--- src/aof_pkg.sv ---
// Package: shared types, constants and register codes of the alpha outline filter.
`timescale 1ns / 1ps
package aof_pkg;

    // Sprite geometry limits
    localparam int MAX_WIDTH  = 256;
    localparam int MAX_HEIGHT = 256;
    localparam int COL_W      = $clog2(MAX_WIDTH);
    localparam int WCNT_W     = COL_W + 1;
    localparam int ROW_W      = $clog2(MAX_HEIGHT + 1);

    // Register field widths
    localparam int GEOM_W  = 9;
    localparam int ALPHA_W = 8;
    localparam int PIX_W   = 32;
    localparam int ALPHA_LSB = 24;

    // APB port
    localparam int APB_DATA_W = 32;
    localparam int APB_ADDR_W = 5;

    // Register index codes
    typedef enum logic [2:0] {
        REG_SPRITE_WIDTH    = 3'd0,
        REG_SPRITE_HEIGHT   = 3'd1,
        REG_OUTLINE_ENABLE  = 3'd2,
        REG_ALPHA_THRESHOLD = 3'd3,
        REG_OUTLINE_COLOR   = 3'd4
    } reg_idx_t;

    // Reset values
    localparam logic [GEOM_W-1:0]  RST_WIDTH     = 9'd16;
    localparam logic [GEOM_W-1:0]  RST_HEIGHT    = 9'd16;
    localparam logic               RST_ENABLE    = 1'b1;
    localparam logic [ALPHA_W-1:0] RST_THRESHOLD = 8'd100;
    localparam logic [PIX_W-1:0]   RST_COLOR     = 32'hFF14_080E;

    // Input beat
    typedef struct packed {
        logic             op;
        logic [PIX_W-1:0] pixel_in;
    } px_beat_t;

    // Result beat
    typedef struct packed {
        logic [PIX_W-1:0] pixel_out;
        logic             last;
    } res_beat_t;

    // Configuration as seen by the datapath
    typedef struct packed {
        logic [GEOM_W-1:0]  sprite_width;
        logic [GEOM_W-1:0]  sprite_height;
        logic               outline_enable;
        logic [ALPHA_W-1:0] alpha_threshold;
        logic [PIX_W-1:0]   outline_color;
    } cfg_t;

    // Contents of one cell of the row line
    typedef struct packed {
        logic [PIX_W-1:0]   px;
        logic [ALPHA_W-1:0] above;
    } cell_data_t;

    function automatic logic [ALPHA_W-1:0] alpha_of(input logic [PIX_W-1:0] px);
        return px[ALPHA_LSB +: ALPHA_W];
    endfunction

endpackage

--- src/aof_regs.sv ---
// Register file: APB access to the filter's configuration registers.
`timescale 1ns / 1ps
module aof_regs (
    input  logic                              clk,
    input  logic                              rst_n,
    input  logic                              psel,
    input  logic                              penable,
    input  logic                              pwrite,
    input  logic [aof_pkg::APB_ADDR_W-1:0]    paddr,
    input  logic [aof_pkg::APB_DATA_W-1:0]    pwdata,
    output logic [aof_pkg::APB_DATA_W-1:0]    prdata,
    output logic                              pready,
    output aof_pkg::cfg_t                     cfg
);

    aof_pkg::cfg_t    cfg_reg;
    aof_pkg::cfg_t    cfg_next;
    aof_pkg::reg_idx_t reg_sel;
    logic             wr_en;

    assign pready  = 1'b1;
    assign reg_sel = aof_pkg::reg_idx_t'(paddr[aof_pkg::APB_ADDR_W-1:2]);
    assign wr_en   = psel && penable && pwrite && pready;

    // Write decode
    always_comb
    begin
        cfg_next = cfg_reg;
        if (wr_en)
        begin
            case (reg_sel)
                aof_pkg::REG_SPRITE_WIDTH:
                    cfg_next.sprite_width = pwdata[aof_pkg::GEOM_W-1:0];
                aof_pkg::REG_SPRITE_HEIGHT:
                    cfg_next.sprite_height = pwdata[aof_pkg::GEOM_W-1:0];
                aof_pkg::REG_OUTLINE_ENABLE:
                    cfg_next.outline_enable = pwdata[0];
                aof_pkg::REG_ALPHA_THRESHOLD:
                    cfg_next.alpha_threshold = pwdata[aof_pkg::ALPHA_W-1:0];
                aof_pkg::REG_OUTLINE_COLOR:
                    cfg_next.outline_color = pwdata[aof_pkg::PIX_W-1:0];
                default:
                    cfg_next = cfg_reg;
            endcase
        end
    end

    always_ff @(posedge clk or negedge rst_n)
    begin
        if (!rst_n)
        begin
            cfg_reg.sprite_width    <= aof_pkg::RST_WIDTH;
            cfg_reg.sprite_height   <= aof_pkg::RST_HEIGHT;
            cfg_reg.outline_enable  <= aof_pkg::RST_ENABLE;
            cfg_reg.alpha_threshold <= aof_pkg::RST_THRESHOLD;
            cfg_reg.outline_color   <= aof_pkg::RST_COLOR;
        end
        else
        begin
            cfg_reg <= cfg_next;
        end
    end

    // Read mux
    always_comb
    begin
        prdata = '0;
        case (reg_sel)
            aof_pkg::REG_SPRITE_WIDTH:
                prdata = aof_pkg::APB_DATA_W'(cfg_reg.sprite_width);
            aof_pkg::REG_SPRITE_HEIGHT:
                prdata = aof_pkg::APB_DATA_W'(cfg_reg.sprite_height);
            aof_pkg::REG_OUTLINE_ENABLE:
                prdata = aof_pkg::APB_DATA_W'(cfg_reg.outline_enable);
            aof_pkg::REG_ALPHA_THRESHOLD:
                prdata = aof_pkg::APB_DATA_W'(cfg_reg.alpha_threshold);
            aof_pkg::REG_OUTLINE_COLOR:
                prdata = aof_pkg::APB_DATA_W'(cfg_reg.outline_color);
            default:
                prdata = '0;
        endcase
    end

    assign cfg = cfg_reg;

endmodule

--- config.mk ---
export PLATFORM = sky130hd
export DESIGN_NAME = aof_regs
export DESIGN_NICKNAME = d
export VERILOG_FILES = /design/src/aof_pkg.sv /design/src/aof_regs.sv
export SDC_FILE = /design/constraint.sdc
export NUM_CORES = 1
export LEC_CHECK = 0
export ABC_AREA = 1
export BUFFER_PORTS_ARGS = -buffer_cell sky130_fd_sc_hd__clkbuf_2
export CORE_MARGIN = 2
export CORE_UTILIZATION = 35
export DETAILED_ROUTE_END_ITERATION = 7
export GPL_ROUTABILITY_DRIVEN = 1
export PLACE_DENSITY = 0.59
export SYNTH_ARGS = -nofsm -noshare
export SYNTH_HDL_FRONTEND = slang
export SYNTH_SLANG_ARGS = --single-unit
export TNS_END_PERCENT = 1
--- constraint.sdc ---
create_clock -name clk -period 1.56 [get_ports clk]
set_input_delay 0.156 -clock clk [delete_from_list [all_inputs] [get_ports clk]]
set_output_delay 0.156 -clock clk [all_outputs]
set_load 0.01 [all_outputs]
==> results.ini <==
[sta]
finalClockSkew_ns = 0
finalMaxSlewViolations = 0
rsz0062_at_grt = yes
timing.fmax_mhz = 670
hold_violations = 0
layout_worst_path_cycle_share_pct = 95.7
worst_slack_ns = 0.0676
timing.final.setup_violations = 0
setup_total_negative_slack_ns = 0
timing.final.crit_period_ns = 1.49

[detailed_routing]
firstDrtPassIters = 4
routed-wl-met3_um = 680
met1Wirelength_mm = 3.53
maxUsedRoutingLayer = met4
drc = 0
routed_wire_length_per_instance_um = 12.7
num_vias = 2772
final_antenna_net_count = 0
via_cell_ratio = 4.51
finalWirelength_mm = 7.82
routed_wl_met2_mm = 3.45
dr.first_iter.drc_count = 169

[finish]
number_of_flip_flops_under_the_largest_register_name = 59
layout-area-overhead-vs-synth_pct = 34.6
num-nets-final = 546
layout-drive-gt1-share_pct = 36.7
final-seq-area_um2 = 1500
antenna_cells = 0
final.fill_count = 848
combined_area_of_the_multi_input_logic_cells_um2 = 1050

[hold_path]
min_from = pwdata[28]
timing.hold.worst.class = input pin to flop

[placement]
place_congestion = 0.802
portBuffers = 130
post-dp-hpwl_mm = 5.76
dp_worst_setup_slack_ns = 0.172

[synthesis]
synth.yosys.warnings = 0
post_synth_mux_area_share_pct = 0
yosys.area_share.simple_pct = 26.0
synthDominantAreaCellType = dfrtp_1
syn-instance-count = 365
synth_top_family_by_area = simple AND/OR/NAND/NOR gates
synth-seq-area-share_pct = 52.2
synth.area.top_cells = dfrtp_1, dfstp_2, nand2_1
share_of_synthesized_cell_area_in_full_adder_half_adder_and_majority_cells_pct = 0
synth_top_area_share_pct = 33.9
unique_masters_post_synth = 21
syn_avg_cell_area_um2 = 7.88
post_synthesis_register_bit_count = 59
synth_compound_area_share_pct = 10.5
post_synth_xor_area_fraction_pct = 0
mapped_area_um2 = 2880
syn-num-nets = 407

[die]
fp.dieArea_um2 = 8960
floorplan.initialDensity_pct = 35.6
die_y_um = 94.7
io-pin-count = 134
die-width_um = 94.7
design.core.area_um2 = 8090
number_of_standard_cell_rows_in_the_floorplan = 33

[worst_setup_path]
crit_path_end = prdata[1]
crit_slowest_cell = dfstp_2
critPathRequiredTime_ns = 1.40
ff2ff_setup_slack_ns = 0.73
timing.rr.start = cfg[38]$_DFFE_PN1P_
critical_path.reg2reg.endpoint = cfg[38]$_DFFE_PN1P_
worstPathMaxFanout = 3
timing.critical_path.to_type = output port
cp_data_arrival_time_ns = 1.34
start_kind = flop
kind_of_critical_path = flop to output port
critical_path.startpoint = cfg[1]$_DFFE_PN1P_
r2r.worst_path.cells = 2
critical_path.cell_chain = nand3_1 > o21ai_1 > inv_1 > nand2_1 > buf_2
crit_path_max_incr_delay_ns = 0.55

[clock_network]
cts_made_buffers = 9
cts_setup_buffers = 0
cts_sinks = 59
tritoncts = built
cts_max_path_buffers = 2
cts-htree-levels = 3
worst_setup_hold_path_clk_slew_ns = 0.07
worst_skew_pair.late_latency_ns = 0.33
ctsRootBufferMaster = clkbuf_8

[global_route]
grt_antenna_before_repair = 0
grt.overflow.total = 0
via_count_of_the_first_global_routing_pass = 2511
grt_use_total_pct = 18.4
grt_start_max_net_pins = 60
grt_first_pass_wirelength_mm = 12.5

[status]
run_status = finished clean

[power_and_ir_drop]
worst_ir_drop_vdd_mv = 0.443
total_leakage_power_nw = 2.15
power_density_nw_per_um2 = 1220

[run]
max_cap_violations = 0

-- worst max-delay path, delay by kind of cell (launching register included) --
family | cells | cell delay, ns
DFF | 1 | 0.55
buffers and inverters | 2 | 0.19
and+or+nand+nor | 2 | 0.17
AOI/OAI and AO/OA | 1 | 0.10
-- stage by stage --
step                instances  utilization, %  hold WS (ns)  area [um2]  total power [W]
global placement          595            45.1         0.190        3650          0.00336
global route              614            47.9        0.0154        3870          0.00502
detailed placement        595            45.1         0.193        3650          0.00338
CTS                       614            47.9      0.000328        3870          0.00477
floorplan                 365               -        -0.140        2880          0.00275
finish                    614            47.9        0.0124        3870          0.00471
-- cell usage after synthesis, drive strengths merged --
cell type    n
conb         1
nor2        32
nand3       21
dfrtp       39
o211ai       1
clkbuf       2
dfstp       20
inv         54
buf         14
nand2      121
nand4        1
o21ai       59
-- per-layer routing --
metal	vias up	GRT usage [%]
met3	14	4.55
met4	0	7.97
met2	124	28.0
met5	-	0
met1	1238	25.0
li1	1396	-
-- power by group --
group	leakage, nW	switching, W	internal [W]
logic	1.36	0.000699	0.000477
registers	0.686	0.000226	0.00194
clock network	0.0991	0.000594	0.000773
-- cells by family (layout without fill, tap and decap cells) --
family	after synthesis	after routing
AO/OA/AOI/OAI	60	60
buffers and inverters	70	214
flip-flops	59	59
other	1	1
AND/OR/NAND/NOR	175	175
-- cells in the final DEF, fill, tap and decap left out, drive strengths merged --
cell type / instances
clkbuf: 140
nand2: 121
o21ai: 59
inv: 54
dfrtp: 39
nor2: 32
nand3: 21
dfstp: 20
buf: 12
clkinv: 3
dlygate4sd3: 3
nand4: 1
o211ai: 1
conb: 1
bufinv: 1
clkinvlp: 1
-- worst min path at each step --
stage / end / slack [ns] / cells after the start
2_1_floorplan: cfg[0]$_DFFE_PN0P_ / -0.14 / 0
4_1_cts: cfg[28]$_DFFE_PN1P_ / 0.0003 / 3
5_1_grt: cfg[25]$_DFFE_PN1P_ / 0.02 / 3
3_3_place_gp: cfg[32]$_DFFE_PN0P_ / 0.19 / 2
3_5_place_dp: cfg[5]$_DFFE_PN0P_ / 0.19 / 2
6_report: cfg[28]$_DFFE_PN1P_ / 0.01 / 3
-- final cells by class --
type / count / share of cell area [%]
inverter: 54 / 5.23
tap: 105 / 3.39
sequential: 59 / 38.8
multi-input combinational: 236 / 27.2
clock buffer: 11 / 3.65
timing repair buffer: 144 / 20.4
clock inverter: 5 / 1.36
-- timing repair --
action                                 4_1_cts  5_1_grt
endpoints found under the hold margin       41        0
setup endpoints to repair                    0        4
hold buffers                                 3        0
resized for setup                            0        5
Power figures use the tool's default switching activity.
